`config.mk`:
```
export PLATFORM = sky130hd
export DESIGN_NAME = izvd_fifo
export DESIGN_NICKNAME = d
export VERILOG_FILES = /design/src/rtl/izvd_pkg.sv /design/src/rtl/izvd_fifo.sv
export SDC_FILE = /design/constraint.sdc
export NUM_CORES = 1
export LEC_CHECK = 0
export ABC_AREA = 1
export BUFFER_PORTS_ARGS = -buffer_cell sky130_fd_sc_hd__buf_2
export CAP_MARGIN = 10
export CORE_ASPECT_RATIO = 2
export CORE_UTILIZATION = 40
export CTS_BUF_LIST = sky130_fd_sc_hd__clkbuf_16
export DETAILED_ROUTE_END_ITERATION = 8
export SLEW_MARGIN = 20
export SYNTH_ARGS = -nofsm -noshare
export SYNTH_HDL_FRONTEND = slang
export SYNTH_SLANG_ARGS = --single-unit
export TNS_END_PERCENT = 10
```
`constraint.sdc`:
```
create_clock -name clk_i -period 3.21 [get_ports clk_i]
set_clock_uncertainty 0.05 [all_clocks]
set_input_delay 0.321 -clock clk_i [delete_from_list [all_inputs] [get_ports clk_i]]
set_output_delay 0.321 -clock clk_i [all_outputs]
set_load 0.01 [all_outputs]
```
`src/rtl/izvd_pkg.sv`:
```
// Shared types and constants for the IMU zero-velocity detector.
// No dependencies; every other file of the block but izvd_ram imports this package.
package izvd_pkg;

  localparam int ACCEL_W = 20;
  localparam int GYRO_W  = 18;
  localparam int NORM_W  = 20;
  localparam int SQ_W    = 40;
  localparam int ACC_W   = 64;
  localparam int CNT_W   = 16;
  localparam int PADDR_W = 6;
  localparam int PDATA_W = 64;

  typedef enum logic [2:0] {
    REG_GRAVITY_NORM     = 3'd0,
    REG_ACCEL_DEV_LIMIT  = 3'd1,
    REG_GYRO_RATE_LIMIT  = 3'd2,
    REG_GYRO_VAR_LIMIT   = 3'd3,
    REG_ACCEL_VAR_LIMIT  = 3'd4,
    REG_AVAILABLE_PERIOD = 3'd5
  } reg_e;

  localparam logic [15:0] RST_GRAVITY_NORM     = 16'd10042;
  localparam logic [31:0] RST_ACCEL_DEV_LIMIT  = 32'd1132462080;
  localparam logic [16:0] RST_GYRO_RATE_LIMIT  = 17'd24576;
  localparam logic [33:0] RST_GYRO_VAR_LIMIT   = 34'd1509949;
  localparam logic [39:0] RST_ACCEL_VAR_LIMIT  = 40'd26214400;
  localparam logic [7:0]  RST_AVAILABLE_PERIOD = 8'd5;

  typedef struct packed {
    logic [15:0] gravity_norm;
    logic [31:0] accel_dev_limit;
    logic [16:0] gyro_rate_limit;
    logic [33:0] gyro_var_limit;
    logic [39:0] accel_var_limit;
    logic [7:0]  available_period;
  } cfg_t;

  typedef struct packed {
    logic [NORM_W-1:0]        norm;
    logic signed [GYRO_W-1:0] gyro;
  } sample_t;

  typedef struct packed {
    logic             window_full;
    logic             stationary;
    logic             zupt_available;
    logic [CNT_W-1:0] still_count;
  } result_t;

endpackage

```
`src/rtl/izvd_fifo.sv`:
```
// Two-entry sample queue between front and back end.
// Depends on izvd_pkg for the sample type.
module izvd_fifo (
  input  logic              clk_i,
  input  logic              rst_ni,
  input  logic              push_i,
  input  izvd_pkg::sample_t data_i,
  output logic              full_o,
  input  logic              pop_i,
  output izvd_pkg::sample_t data_o,
  output logic              empty_o
);
  import izvd_pkg::*;

  sample_t    mem_q [2];
  logic       wptr_q;
  logic       rptr_q;
  logic [1:0] cnt_q;

  assign full_o  = (cnt_q == 2'd2);
  assign empty_o = (cnt_q == 2'd0);
  assign data_o  = mem_q[rptr_q];

  always_ff @(posedge clk_i or negedge rst_ni) begin
    if (!rst_ni) begin
      mem_q  <= '{default: '0};
      wptr_q <= 1'b0;
      rptr_q <= 1'b0;
      cnt_q  <= '0;
    end else begin
      if (push_i) begin
        mem_q[wptr_q] <= data_i;
        wptr_q        <= ~wptr_q;
      end
      if (pop_i) begin
        rptr_q <= ~rptr_q;
      end
      case ({push_i, pop_i})
        2'b10:   cnt_q <= cnt_q + 2'd1;
        2'b01:   cnt_q <= cnt_q - 2'd1;
        default: cnt_q <= cnt_q;
      endcase
    end
  end

endmodule

```
==> reports/qor.csv <==
stage;metric;value;unit
timing;period_share;0.724;
critical_path;cp-start-kind;register;
timing;min_period;2.33;ns
global_routing;grt_max_degree;81;
timing;hold_viol_final;27;
global_routing;grt_overflow;0;
cts;cts.sinks;80;
critical_path;cp.required;2.84;ns
timing;fin_ws;0.884;ns
power_and_ir_drop;p_per_area;774;nW/µm²
layout;instances_no_fill;605;
synth;syn_nets;472;
global_routing;grtUsageMet3;0.0389;
drt;antenna_left;0;
layout;diodes;0;
global_routing;grt_use_total;0.174;
timing;maxSlewHeadroom;0.401;
drt;avgViaCountPerCell;4.67;
placed_design;place_ws;1.22;ns
synth;ys_ff_latch;80;
cts;clockBufferDepth;2;
layout;drive_gt1_frac;0.196;
power_and_ir_drop;leakage;2.30;nW
placed_design;gp_congestion;0.780;
global_routing;met1_usage;0.216;
outcome;violations;hold timing;
critical_path;cp_data_arrival_time;1.95;ns
drt;wl_per_cell;11.9;µm
timing;fmax;430;MHz
critical_path;rrSetupSlack;1.51;ns
synth;synth_area_leaders;dfrtp_1, nand2_1, o21ai_0;
hold_path;hold_class;in -> async;
cts;cts_buffers;9;
synth;yosysUniqueCellTypes;17;
floorplanning;die_w;68.4;µm
layout;final_nets;543;
timing;rsz0062_at_grt;no;
floorplanning;die_h;135;µm
layout;fill_cells;892;
floorplanning;start_util;0.411;
cts;clock_latency;0.32;ns
floorplanning;ios;82;
cts;root_buffer;clkbuf_16;
timing;setup_viol;0;
outcome;status;complete, but fails checks;
job;maxCapViolCount;0;
cts;cts.clk_slew.worst_paths;0.06;ns
synth;yosysTopAreaCell;dfrtp_1;
critical_path;cp_max_fo;56;
timing;setup_tns;0;ns
power_and_ir_drop;finalPower;0.00327;W
global_routing;grt_pass1_vias;2626;
drt;drt_pass1_iterations;4;
floorplanning;coreArea;8590;µm²
global_routing;grt_pass1_wl;11900;µm
cts;htreeDepth;3;
placed_design;numPortBuffers;81;
cts;hold_buffers;0;
critical_path;criticalPathCategory;reg -> out;
placed_design;place_inst;589;
layout;area_growth;19.7;%
synth;syn_area;3530;µm²
cts;post_cts_resized;0;
timing;holdWs;-0.0431;ns
cts;cts_tree;done;
placed_design;dp_hpwl;4840;µm
synth;synth_area_per_cell;8.23;µm²
drt;drtIter0Drc;185;
synth;synth_seq_area_share;0.567;
critical_path;critPathCaptureType;output port;
floorplanning;die-area;9230;µm²
synth;synth_cells;429;
critical_path;r2r_end;mem_q[14];
floorplanning;num_rows;48;
synth;synth_top_area_share;0.567;
global_routing;antenna_found_initial;0;
drt;drc;0;
power_and_ir_drop;ir_drop;432;µV
synth;yosys_warnings;0;
drt;finalWirelength;7190;µm
global_routing;top_usage_layer;met2;
cts;post_cts_buffers;0;
critical_path;r2r-start;wptr_q;
timing;slew_violations;0;
global_routing;gr-usage-met2;0.276;
critical_path;r2r_cells;3;
timing;tightest_slew;0.899;ns
drt;vias;2824;
## worst max-delay path, cell delays in order (launching register included)
cell	delay, ns
dfrtp_2	0.95
buf_4	0.36
nand2_1	0.08
o21ai_0	0.07
buf_2	0.15
## cells by family (layout without fill, tap and decap cells)
family	count (synthesis)	after routing	synth area share
AND/OR/NAND/NOR	126	126	0.136
flip-flops	80	80	0.567
buffers and inverters	106	182	0.127
XOR/XNOR	2	2	0.00496
AO/OA/AOI/OAI	114	114	0.162
adder cells (fa/ha/maj)	1	1	0.00354
## state kept, by name, indices dropped and copies added, names as in the netlist
signal / cells
cnt_q: 2
mem_q: 76
rptr_q: 1
wptr_q: 1
## report_power, final
group / switching, W / internal, W / total [W]
sequential: 0.000224 / 0.00124 / 0.00147
clock: 0.000363 / 0.000506 / 0.000870
combinational: 0.000541 / 0.000392 / 0.000934
## how the worst max path moves through the flow
| stage | start | endpoint | slack (ns) | depth (start not counted) |
|---|---|---|---|---|
| final | rptr_q | data_o[16] | 0.88 | 4 |
| after global placement | rptr_q | data_o[15] | 1.27 | 4 |
| after floorplan | rptr_q | data_o[10] | 1.93 | 4 |
| after global routing | rptr_q | data_o[18] | 0.73 | 4 |
| after detailed placement | rptr_q | data_o[16] | 1.22 | 4 |
| after CTS | rptr_q | data_o[16] | 0.86 | 4 |
## layer usage
metal  vias to the layer above  routed length, µm
li1                       1453                  -
met1                      1308               3060
met2                        53               3680
met3                        10                314
met4                         0                135
met5                         -                  0
## cells in the mapped netlist
| cell | n |
|---|---|
| nand2_1 | 121 |
| o21ai_0 | 83 |
| dfrtp_1 | 80 |
| inv_1 | 80 |
| o21ai_1 | 31 |
| clkbuf_1 | 10 |
| buf_2 | 8 |
| buf_6 | 5 |
| clkbuf_2 | 2 |
| nor2_1 | 2 |
| ha_1 | 1 |
| inv_2 | 1 |
| nand3_1 | 1 |
| nand4_1 | 1 |
| or2_1 | 1 |
| xnor2_1 | 1 |
| xor2_1 | 1 |
## per-stage QoR
| stage | hold slack (ns) | util | cell area, µm² |
|---|---|---|---|
| 2_1_floorplan | -0.0246 | - | 3530 |
| 3_3_place_gp | 0.415 | 0.462 | 3970 |
| 3_5_place_dp | 0.423 | 0.462 | 3970 |
| 4_1_cts | 0.130 | 0.491 | 4220 |
| 5_1_grt | 0.0332 | 0.492 | 4220 |
| 6_report | -0.0431 | 0.492 | 4220 |
## final cells by class
type | instances | area (µm²) | area share
flip-flops and latches | 80 | 2000 | 0.474
inverters | 81 | 304 | 0.0720
repair buffers | 85 | 454 | 0.108
clock inverters | 7 | 30.0 | 0.00711
clock buffers | 9 | 225 | 0.0533
multi-input cells | 243 | 1080 | 0.256
well taps | 100 | 125 | 0.0296
## cell usage in the layout, fill, tap and decap left out, drive strengths merged
cell type	synthesis	routed
nand2	121	121
o21ai	114	114
buf	13	85
inv	81	82
dfrtp	80	80
clkbuf	12	9
clkinv	0	5
nor2	2	2
or2	1	1
xnor2	1	1
xor2	1	1
nand3	1	1
nand4	1	1
ha	1	1
clkinvlp	0	1
(Power assumes the default switching activity.)
