[src/rtl/izvd_pkg.sv]
// Shared types and constants for the IMU zero-velocity detector.
// No dependencies; every other file of the block but izvd_ram imports this package.
package izvd_pkg;

  localparam int ACCEL_W = 20;
  localparam int GYRO_W  = 18;
  localparam int NORM_W  = 20;
  localparam int SQ_W    = 40;
  localparam int ACC_W   = 64;
  localparam int CNT_W   = 16;
  localparam int PADDR_W = 6;
  localparam int PDATA_W = 64;

  typedef enum logic [2:0] {
    REG_GRAVITY_NORM     = 3'd0,
    REG_ACCEL_DEV_LIMIT  = 3'd1,
    REG_GYRO_RATE_LIMIT  = 3'd2,
    REG_GYRO_VAR_LIMIT   = 3'd3,
    REG_ACCEL_VAR_LIMIT  = 3'd4,
    REG_AVAILABLE_PERIOD = 3'd5
  } reg_e;

  localparam logic [15:0] RST_GRAVITY_NORM     = 16'd10042;
  localparam logic [31:0] RST_ACCEL_DEV_LIMIT  = 32'd1132462080;
  localparam logic [16:0] RST_GYRO_RATE_LIMIT  = 17'd24576;
  localparam logic [33:0] RST_GYRO_VAR_LIMIT   = 34'd1509949;
  localparam logic [39:0] RST_ACCEL_VAR_LIMIT  = 40'd26214400;
  localparam logic [7:0]  RST_AVAILABLE_PERIOD = 8'd5;

  typedef struct packed {
    logic [15:0] gravity_norm;
    logic [31:0] accel_dev_limit;
    logic [16:0] gyro_rate_limit;
    logic [33:0] gyro_var_limit;
    logic [39:0] accel_var_limit;
    logic [7:0]  available_period;
  } cfg_t;

  typedef struct packed {
    logic [NORM_W-1:0]        norm;
    logic signed [GYRO_W-1:0] gyro;
  } sample_t;

  typedef struct packed {
    logic             window_full;
    logic             stationary;
    logic             zupt_available;
    logic [CNT_W-1:0] still_count;
  } result_t;

endpackage

[src/rtl/izvd_front.sv]
// Front end: accepts IMU samples, forms the squared acceleration magnitude
// and its integer root one bit pair per cycle. Depends on izvd_pkg.
module izvd_front (
  input  logic                            clk_i,
  input  logic                            rst_ni,
  input  logic                            in_valid_i,
  output logic                            in_stall_o,
  input  logic signed [izvd_pkg::ACCEL_W-1:0] accel_x_i,
  input  logic signed [izvd_pkg::ACCEL_W-1:0] accel_y_i,
  input  logic signed [izvd_pkg::ACCEL_W-1:0] accel_z_i,
  input  logic signed [izvd_pkg::GYRO_W-1:0]  gyro_y_i,
  output logic                            push_o,
  output izvd_pkg::sample_t               push_data_o,
  input  logic                            full_i
);
  import izvd_pkg::*;

  typedef enum logic [1:0] {F_IDLE, F_SQ, F_ROOT, F_PUSH} fstate_e;

  fstate_e                  state_q;
  logic [ACCEL_W-1:0]       mag_q [3];
  logic signed [GYRO_W-1:0] gy_q;
  logic [1:0]               step_q;
  logic [4:0]               iter_q;
  logic [SQ_W-1:0]          p_q;
  logic [SQ_W-1:0]          sum_q;
  logic [SQ_W-1:0]          rad_q;
  logic [NORM_W+1:0]        rem_q;
  logic [NORM_W-1:0]        root_q;

  logic [ACCEL_W-1:0] mag_sel;
  logic [NORM_W+1:0]  rem_t;
  logic [NORM_W+1:0]  trial;
  logic               accept;

  function automatic logic [ACCEL_W-1:0] mag(input logic signed [ACCEL_W-1:0] v);
    logic signed [ACCEL_W-1:0] n;
    n = -v;
    return v[ACCEL_W-1] ? ACCEL_W'(n) : ACCEL_W'(v);
  endfunction

  assign in_stall_o  = (state_q != F_IDLE);
  assign accept      = in_valid_i && !in_stall_o;
  assign push_o      = (state_q == F_PUSH) && !full_i;
  assign push_data_o = '{norm: root_q, gyro: gy_q};

  always_comb begin
    case (step_q)
      2'd0:    mag_sel = mag_q[0];
      2'd1:    mag_sel = mag_q[1];
      2'd2:    mag_sel = mag_q[2];
      default: mag_sel = '0;
    endcase
  end

  assign rem_t = {rem_q[NORM_W-1:0], rad_q[SQ_W-1 -: 2]};
  assign trial = {root_q, 2'b01};

  always_ff @(posedge clk_i or negedge rst_ni) begin
    if (!rst_ni) begin
      state_q <= F_IDLE;
      mag_q   <= '{default: '0};
      gy_q    <= '0;
      step_q  <= '0;
      iter_q  <= '0;
      p_q     <= '0;
      sum_q   <= '0;
      rad_q   <= '0;
      rem_q   <= '0;
      root_q  <= '0;
    end else begin
      case (state_q)
        F_IDLE: begin
          if (accept) begin
            mag_q[0] <= mag(accel_x_i);
            mag_q[1] <= mag(accel_y_i);
            mag_q[2] <= mag(accel_z_i);
            gy_q     <= gyro_y_i;
            step_q   <= '0;
            sum_q    <= '0;
            state_q  <= F_SQ;
          end
        end
        F_SQ: begin
          // square one axis, fold in the previous square
          p_q <= SQ_W'(mag_sel) * SQ_W'(mag_sel);
          if (step_q != 2'd0) begin
            sum_q <= sum_q + p_q;
          end
          if (step_q == 2'd3) begin
            rad_q   <= sum_q + p_q;
            rem_q   <= '0;
            root_q  <= '0;
            iter_q  <= '0;
            state_q <= F_ROOT;
          end else begin
            step_q <= step_q + 2'd1;
          end
        end
        F_ROOT: begin
          if (rem_t >= trial) begin
            rem_q  <= rem_t - trial;
            root_q <= {root_q[NORM_W-2:0], 1'b1};
          end else begin
            rem_q  <= rem_t;
            root_q <= {root_q[NORM_W-2:0], 1'b0};
          end
          rad_q <= {rad_q[SQ_W-3:0], 2'b00};
          if (iter_q == 5'(NORM_W - 1)) begin
            state_q <= F_PUSH;
          end else begin
            iter_q <= iter_q + 5'd1;
          end
        end
        F_PUSH: begin
          if (!full_i) begin
            state_q <= F_IDLE;
          end
        end
        default: state_q <= F_IDLE;
      endcase
    end
  end

endmodule

[config.mk]
export PLATFORM = sky130hd
export DESIGN_NAME = izvd_front
export DESIGN_NICKNAME = d
export VERILOG_FILES = /design/src/rtl/izvd_pkg.sv /design/src/rtl/izvd_front.sv
export SDC_FILE = /design/constraint.sdc
export NUM_CORES = 1
export LEC_CHECK = 0
export BUFFER_PORTS_ARGS = -buffer_cell sky130_fd_sc_hd__buf_4
export CORE_MARGIN = 2
export CORE_UTILIZATION = 50
export CTS_BUF_LIST = sky130_fd_sc_hd__clkbuf_16
export CTS_CLUSTER_SIZE = 8
export DETAILED_ROUTE_END_ITERATION = 6
export PLACE_DENSITY_LB_ADDON = 0.08
export SYNTH_ARGS = -nofsm -noshare
export SYNTH_HDL_FRONTEND = slang
export SYNTH_SLANG_ARGS = --single-unit
[constraint.sdc]
create_clock -name clk_i -period 9.1 [get_ports clk_i]
set_clock_uncertainty 0.2 [all_clocks]
set_input_delay 1.82 -clock clk_i [delete_from_list [all_inputs] [get_ports clk_i]]
set_output_delay 1.82 -clock clk_i [all_outputs]
set_load 0.01 [all_outputs]
==> results by group <==
CTS
  – CTS tree: built
  – H-tree levels: 2
  – Clk buf depth: 3
  – Worst-Skew Late Latency: 550 ps
  – Resize count post-CTS: 0
  – CTS Root Cell: clkbuf_16
  – CTS buffer count: 37
  – Sinks on Clock Net: 246
  – Post-CTS Setup Repair Bufs: 0
  – Clk pin slew, worst setup/hold paths: about 60 ps
  – # hold bufs at CTS: 0

Logic synthesis
  – Post-synth top area share: 24.1%
  – #FFs+latches synth: 246
  – Sequential area share after synthesis: between 20% and 30%
  – Biggest area consumer among synthesized cells: dfrtp_1
  – Ys Warns: 0
  – Largest cells by area after synthesis: dfrtp_1 (24%), fa_1 (22%), ha_1 (11%), inv_1 (5.7%), nand2_1 (5.0%)
  – Primary FF master, synth: dfrtp_1
  – Mapped Cells: 2805
  – Synthesized area per cell: 9.09 um2
  – Synth async-reset ratio: 100%
  – Mapped Area: 25500 um2
  – Number of library cell types mapped by synthesis: 72
  – Syn nets: 3385
  – Post-synth EDFFs: 0

Global routing
  – GRT Util Overall: 27.7%
  – Global-route wire length before repair: 115000 um
  – Largest net degree at the start of global routing: approximately 150
  – Initial antenna violation count: 0
  – Total grt overflow: 0
  – Number of global-route vias before repair: 21090

Floorplanning
  – Total core area: 50300 um2
  – Die H: roughly 230 um
  – Row count: 82
  – DIE AREA: 52800 um2
  – Die X-Extent: around 230 um
  – I/O pins: 122
  – Starting Density: about 51%

Timing
  – Final setup fails: 0
  – RSZ-0062 raised after global routing: true
  – Achievable Freq: 114 MHz
  – Slew Viols, Final: 0
  – Period utilization: 96.6%
  – Worst Tran Pin Value: ~1200 ps
  – Hold WS: 273 ps
  – Final worst setup slack: 314 ps
  – Slew margin rel.: 19.8%
  – Endpoints failing hold: 0
  – Final min period: 8790 ps

Final layout
  – P&R area growth vs syn: 11.1%
  – Share of post-route cells with drive strength above 1: 10.1%
  – Antenna cells: 0
  – Non-filler instance count after layout: between 3000 and 4000
  – Final net count: between 3000 and 4000
  – Design area: 28300 um2

Placement
  – Dpl hpwl: 57000 um
  – Buffers added on ports: 121
  – Dpl cell area: 27300 um2
  – Placed cell count: 3549
  – Placement Setup Slack: 270 ps
  – Final Wtd Congestion: 0.997

Min path
  – Hold WC Path Type: reg2reg
  – Hold wc startpoint: mag_q[47]

Routing
  – DRC errors left: 0
  – DR iter-0 viols: 1373
  – DRT antenna net count: 0
  – Via count: 20051
  – Routed length per instance: 19.7 um
  – Post-Route WL: 70900 um
  – Drt pass-1 iters: 5
  – Via-to-Cell Ratio: ~5.6

Job
  – Max Cap Viol: 0

Setup path
  – Worst path bufs/invs: 4
  – Crit path kind: reg2reg
  – Startpoint Class: flip-flop
  – Worst EP required: 9310 ps
  – Delay-heaviest family, CP: adder cells
  – Crit path max fanout: 17
  – Crit-path slowest cell: fa_1
  – Critical Path Source: step_q[0]
  – Max stage delay on crit path: 570 ps
  – CP arrival: 9000 ps
  – Setup crit end kind: flip-flop
  – Cell mode on critical path: fa_1
  – Reg2reg start: step_q[0]

Outcome
  – Status: finished clean
-- layer usage --
metal	track usage (%)	vias up	part of all wire, %
met1	37.9	9820	45
met5	0	-	0
li1	-	9499	-
met2	44.4	623	45
met3	6.24	109	7.1
met4	7.52	0	2.6
-- logic make-up (layout without fill, tap and decap cells) --
family                   count (synthesis)  after routing  synth area share, %
AND/OR/NAND/NOR                        739            739                 12.8
multiplexers                            83             83                 3.50
XOR/XNOR                               155            155                 5.32
AO/OA/AOI/OAI                          585            585                 14.3
adder cells (fa/ha/maj)                500            500                 32.7
flip-flops                             246            246                 24.1
buffers and inverters                  497            613                 7.33
-- worst register-to-register path, stage by stage (launching register included) --
cell and delay (ps):
dfrtp_1 440, inv_1 120, ha_2 360, a22oi_1 160, and2_1 290, nor2_1 290, nand2_1 130, fa_1 570
inv_1 70, fa_1 540, fa_1 440, fa_1 510, inv_1 50, fa_1 540, inv_1 50, fa_1 460
fa_1 480, ha_1 370, and2_1 220, a22o_1 220, a311o_1 380, a221o_1 360, a311oi_4 390, o21ai_1 110
a21oi_1 300, o31ai_1 150, xor2_1 150, mux2_2 270
-- cells in the final DEF, fill, tap and decap left out, types with 16 or more instances in the layout --
master / Yosys / routed
o22ai_1: 21 / 21
o21ai_0: 136 / 135
buf_4: 0 / 178
inv_1: 385 / 387
o21ai_1: 76 / 76
or3_1: 21 / 21
xor2_1: 89 / 89
a21o_1: 62 / 62
a22oi_1: 19 / 19
nor2_1: 204 / 203
nand2_1: 340 / 338
ha_1: 220 / 215
mux2i_1: 34 / 34
xnor2_1: 66 / 66
mux2_2: 48 / 48
nand3_1: 21 / 21
nor2b_1: 17 / 17
nand2b_1: 21 / 21
nand4_1: 22 / 22
nor3_1: 26 / 26
fa_1: 278 / 278
dfrtp_1: 246 / 246
a21oi_1: 118 / 117
clkbuf_16: 0 / 37
and2_1: 16 / 16
o31ai_1: 26 / 26
a31oi_1: 22 / 22
-- layout make-up --
type                    count  area (um2)
flip-flops and latches    246        6160
well taps                 672         841
repair buffers            180        1370
fillers                  4614       21900
clock buffers              37         926
multi-input cells        2062       17500
clock inverters             7        61.3
inverters                 389        1460
-- sequential cells by signal, indices dropped and copies added, names as in the netlist --
| name | cells |
|---|---|
| gy_q | 18 |
| rad_q | 40 |
| state_q | 2 |
| sum_q | 40 |
| step_q | 2 |
| root_q | 20 |
| p_q | 39 |
| rem_q | 20 |
| iter_q | 5 |
| mag_q | 60 |
-- cells in the mapped netlist, types with 8 or more instances --
library cell / n
o21a_1: 8
or3_1: 21
dfrtp_1: 246
nor2_1: 204
nand2_1: 340
o22ai_1: 21
a21o_1: 62
a22oi_1: 19
a22o_1: 14
and2_1: 16
o21ai_1: 76
a211oi_1: 11
o21ai_0: 136
inv_1: 385
nor3_1: 26
a21oi_1: 118
o31ai_1: 26
xnor2_1: 66
clkbuf_1: 100
o21bai_1: 15
nand3_1: 21
nor2b_1: 17
ha_1: 220
fa_1: 278
xor2_1: 89
mux2i_1: 34
mux2_2: 48
nand4_1: 22
a31oi_1: 22
nand2b_1: 21
and3_1: 9
-- path summary, 6_finish.rpt --
path / end / slack, ps / cells after the start
setup / recovery: p_q[36] / 310 / 27
hold / removal: mag_q[47] / 270 / 2
setup reg to reg: p_q[36] / 310 / 27
hold reg to reg: mag_q[47] / 270 / 2
max in group asynchronous: mag_q[58] / 6240 / 2
min in group asynchronous: p_q[13] / 1120 / 1
-- stage by stage --
step | util [%] | TNS [ps]
global placement | 54.4 | 0
detailed placement | 54.4 | 0
finish | 56.4 | 0
CTS | 56.3 | 0
global route | 56.4 | -0.576
floorplan | - | 0
Power is not shown: default switching activity piles up to over one toggle a cycle in this logic, so the estimate is an artifact.
